==> src/sv/kvh_pkg.sv <==
// ----------------------------------------------------------------------------
// kvh_pkg
// Shared types and constants of the key/value hash table: request codes,
// field widths and the control/status words between controller and datapath.
// ----------------------------------------------------------------------------
package kvh_pkg;

  localparam int TYPE_W  = 2;
  localparam int KEY_W   = 64;
  localparam int VAL_W   = 32;
  localparam int COUNT_W = 7;

  localparam logic [TYPE_W-1:0] REQ_GET    = 2'd0;
  localparam logic [TYPE_W-1:0] REQ_PUT    = 2'd1;
  localparam logic [TYPE_W-1:0] REQ_REMOVE = 2'd2;

  // controller to datapath
  typedef struct packed {
    logic load_req;   // capture request word, start set index
    logic mem_rd;     // read the set row
    logic clr_step;   // write one zero row of the clearing pass
    logic commit;     // write back the row and load the result word
  } cmd_t;

  // datapath to controller
  typedef struct packed {
    logic hash_done;
    logic clr_last;
    logic out_free;
  } sts_t;

endpackage

==> src/sv/kvh_ctrl.sv <==
// ----------------------------------------------------------------------------
// kvh_ctrl
// Request sequencer: clearing pass after reset, then per request accept,
// set index, row read and compare/write back.
// ----------------------------------------------------------------------------
module kvh_ctrl (
  input  logic          clk,
  input  logic          rst_n,
  input  logic          in_valid,
  output logic          in_ready,
  output kvh_pkg::cmd_t cmd,
  input  kvh_pkg::sts_t sts
);
  import kvh_pkg::*;

  localparam logic [1:0] S_CLEAR = 2'd0;
  localparam logic [1:0] S_IDLE  = 2'd1;
  localparam logic [1:0] S_HASH  = 2'd2;
  localparam logic [1:0] S_LOOK  = 2'd3;

  logic [1:0] state_r;
  logic [1:0] state_nxt;

  always_comb begin
    state_nxt    = state_r;
    in_ready     = 1'b0;
    cmd.load_req = 1'b0;
    cmd.mem_rd   = 1'b0;
    cmd.clr_step = 1'b0;
    cmd.commit   = 1'b0;
    case (state_r)
      S_CLEAR: begin
        cmd.clr_step = 1'b1;
        if (sts.clr_last) begin
          state_nxt = S_IDLE;
        end
      end
      S_IDLE: begin
        in_ready     = 1'b1;
        cmd.load_req = in_valid;
        if (in_valid) begin
          state_nxt = S_HASH;
        end
      end
      S_HASH: begin
        cmd.mem_rd = sts.hash_done;
        if (sts.hash_done) begin
          state_nxt = S_LOOK;
        end
      end
      S_LOOK: begin
        // hold the row until the result register can take a word
        cmd.commit = sts.out_free;
        if (sts.out_free) begin
          state_nxt = S_IDLE;
        end
      end
      default: begin
        state_nxt = S_IDLE;
      end
    endcase
  end

  always_ff @(posedge clk) begin
    if (!rst_n) begin
      state_r <= S_CLEAR;
    end else begin
      state_r <= state_nxt;
    end
  end

endmodule

==> config.mk <==
export PLATFORM = sky130hd
export DESIGN_NAME = kvh_ctrl
export DESIGN_NICKNAME = d
export VERILOG_FILES = /design/src/sv/kvh_pkg.sv /design/src/sv/kvh_ctrl.sv
export SDC_FILE = /design/constraint.sdc
export NUM_CORES = 1
export LEC_CHECK = 0
export BUFFER_PORTS_ARGS = -buffer_cell sky130_fd_sc_hd__buf_2
export CAP_MARGIN = 15
export CORE_AREA = 8 8 45 47
export CTS_BUF_LIST = sky130_fd_sc_hd__clkbuf_16
export DETAILED_ROUTE_END_ITERATION = 8
export DIE_AREA = 0 0 53 55
export HOLD_SLACK_MARGIN = 0.08
export PLACE_DENSITY = 0.48
export SLEW_MARGIN = 20
export SYNTH_ARGS = -nofsm -noshare
export SYNTH_HDL_FRONTEND = slang
export SYNTH_SLANG_ARGS = --single-unit
==> constraint.sdc <==
create_clock -name clk -period 1.6 [get_ports clk]
set_input_delay 0.32 -clock clk [delete_from_list [all_inputs] [get_ports clk]]
set_output_delay 0.32 -clock clk [all_outputs]
set_load 0.05 [all_outputs]
==> flow_summary.toml <==
[outcome]
outcome = "complete, no violations"

[sta]
rsz0062_at_grt = "no"
skew_ns = 0.000698
hold_violations = 0
max-slew-margin-rel_pct = 78.1
fmaxAchievable_mhz = 649
tns_ns = 0
period_share_pct = 96.3
setup_viol = 0
worstMarginPinSlew_ns = 0.328
period_needed_ns = 1.54
report.final.slew_viol_count = 0

[route]
vias_per_cell = 3.45
top_layer_used = "met3"
route.detailed.drc = 0
drtIter0Drc = 5
wl_per_cell_um = 9.68
antenna_left = 0
wl_um = 513
met2RoutedLength_um = 175
wl_met3_um = 94
wl_met1_um = 244
drt_pass1_iterations = 3
vias = 183

[cells_and_area]
nFillCells = 147
fin_area_um2 = 387
largest_reg_flops = 2
multiInputGateArea_um2 = 178
syn_to_final_growth_pct = 71.7
regMostFlops = "state_r"
seq_area_um2 = 40.0
final_cell_mix = "buf_2, ha_1, inv_1, nand2_1, clkbuf_16"
final_common_cell = "buf_2"
reg_top3 = "state_r: 2 flops"
antenna_cells = 0
drive_above_1_share_pct = 51.4
num-nets-final = 50

[run]
maxCapViolations = 0

[critical_path]
cpMaxStageDelayCell = "dfxtp_1"
required_ns = 1.28
path_class = "reg2out"
crit_family = "buffers and inverters"
path_cells = "buf_4 -> ha_2 -> and2_2 -> clkbuf_4"
critPathBufInv = 2
start_kind = "flop"
startpoint = "state_r[0]"
end_kind = "primary output"
path_max_fanout = 3
arrival_ns = 1.22
r2r_start = "state_r[0]"
worst_path_largest_cell_delay_ns = 0.32

[logic_synthesis]
syn_inst = 23
syn_nets = 34
avgSynthCellArea_um2 = 9.79
synth_cell_types = 11
seq_area_frac_synth_pct = 17.8
netlist_area_um2 = 225
ys_ff_latch = 2
ys.warnings.count = 0

[global_routing]
grt_pass1_vias = 197
grt_start_max_net_pins = 5
grt.total_usage_pct = 3.77
grt_pass1_wl_um = 772
antenna_found_initial = 0
overflow = 0

[die]
initial_core_util_pct = 16.3
die_w_um = 53
die_area_um2 = 2920
rows = 14
die_h_um = 55
ios = 11
core_um2 = 1380

[min_path]
worstHoldStart = "rst_n"
hold_path_class = "in2reg"

[clock_tree]
cts_buffers = 3
cts_max_path_buffers = 2
clock_latency_ns = 0.22
root_buffer = "clkbuf_16"
htree_num_levels = 1
clk_pin_slew_ns = 0.03
cts_sinks = 2
ctsHoldBuffers = 0
cts_setup_buffers = 0
cts_tree = "built"
ctsResizeCount = 0

[place]
placed_cell_area_um2 = 307
placement.io_buffers = 10
gp_congestion = 0.672
dp_hpwl_um = 422

[power]
ir_drop_uv = 1150
fin_total_pwr_mw = 0.954
p_leak_nw = 0.192
cellPowerDensity_nw_per_um2 = 2470
==> cells in the mapped netlist <==
cell type | instances | area [um^2]
a2111oi_4 | 1 | 27.5
and2_2 | 1 | 7.51
ha_1 | 5 | 62.6
nand2_1 | 3 | 11.3
dfxtp_1 | 2 | 40.0
mux2i_1 | 2 | 20.0
nor2b_1 | 2 | 12.5
inv_1 | 3 | 11.3
and2_1 | 2 | 12.5
nand2b_1 | 1 | 6.26
nor2b_4 | 1 | 13.8
==> worst register-to-register path, cell delays in order, from the launching register on <==
cell	delay (ns)
dfxtp_1	0.35
inv_1	0.07
ha_1	0.21
nor2b_4	0.13
a2111oi_4	0.38
mux2i_1	0.23
==> stage by stage <==
| step | util (%) | worst slack, ns | hold slack (ns) | cells |
|---|---|---|---|---|
| 2_1_floorplan | - | 0.0677 | 0.466 | 23 |
| 3_3_place_gp | 22.2 | 0.155 | 0.494 | 50 |
| 3_5_place_dp | 22.2 | 0.153 | 0.496 | 50 |
| 4_1_cts | 27.6 | 0.0195 | 0.391 | 53 |
| 5_1_grt | 27.9 | 0.000719 | 0.404 | 53 |
| 6_report | 27.9 | 0.0593 | 0.397 | 53 |
==> per-layer routing <==
layer | vias up | global-route usage, %
li1 | 100 | -
met1 | 72 | 4.24
met2 | 11 | 3.91
met3 | 0 | 2.41
met4 | 0 | 5.17
met5 | - | 0
==> layout make-up <==
cell class	instances	share of cell area, %
clock buffers	3	19.4
inverters	3	2.91
multi-input cells	18	46.0
flip-flops and latches	2	10.4
well taps	16	5.18
repair buffers	11	16.2
==> final timing paths <==
| kind | to | slack (ns) | depth (start not counted) |
|---|---|---|---|
| max | cmd[3] | 0.06 | 4 |
| max reg2reg | state_r[1] | 0.16 | 5 |
| min | state_r[0] | 0.40 | 3 |
| min reg2reg | state_r[1] | 0.50 | 2 |
==> cells by family after synthesis <==
group / count (synthesis) / share of synthesized area (%)
and+or+nand+nor: 10 / 28.3
adders and majority gates: 5 / 27.8
buffers and inverters: 3 / 5.00
muxes: 2 / 8.89
DFF: 2 / 17.8
AOI/OAI and AO/OA: 1 / 12.2
==> where the power goes <==
group / switching, mW / total [mW] / internal, mW
registers: 0.0216 / 0.0967 / 0.0751
logic: 0.304 / 0.484 / 0.181
clock network: 0.0553 / 0.373 / 0.318
Power figures use the tool's default switching activity.
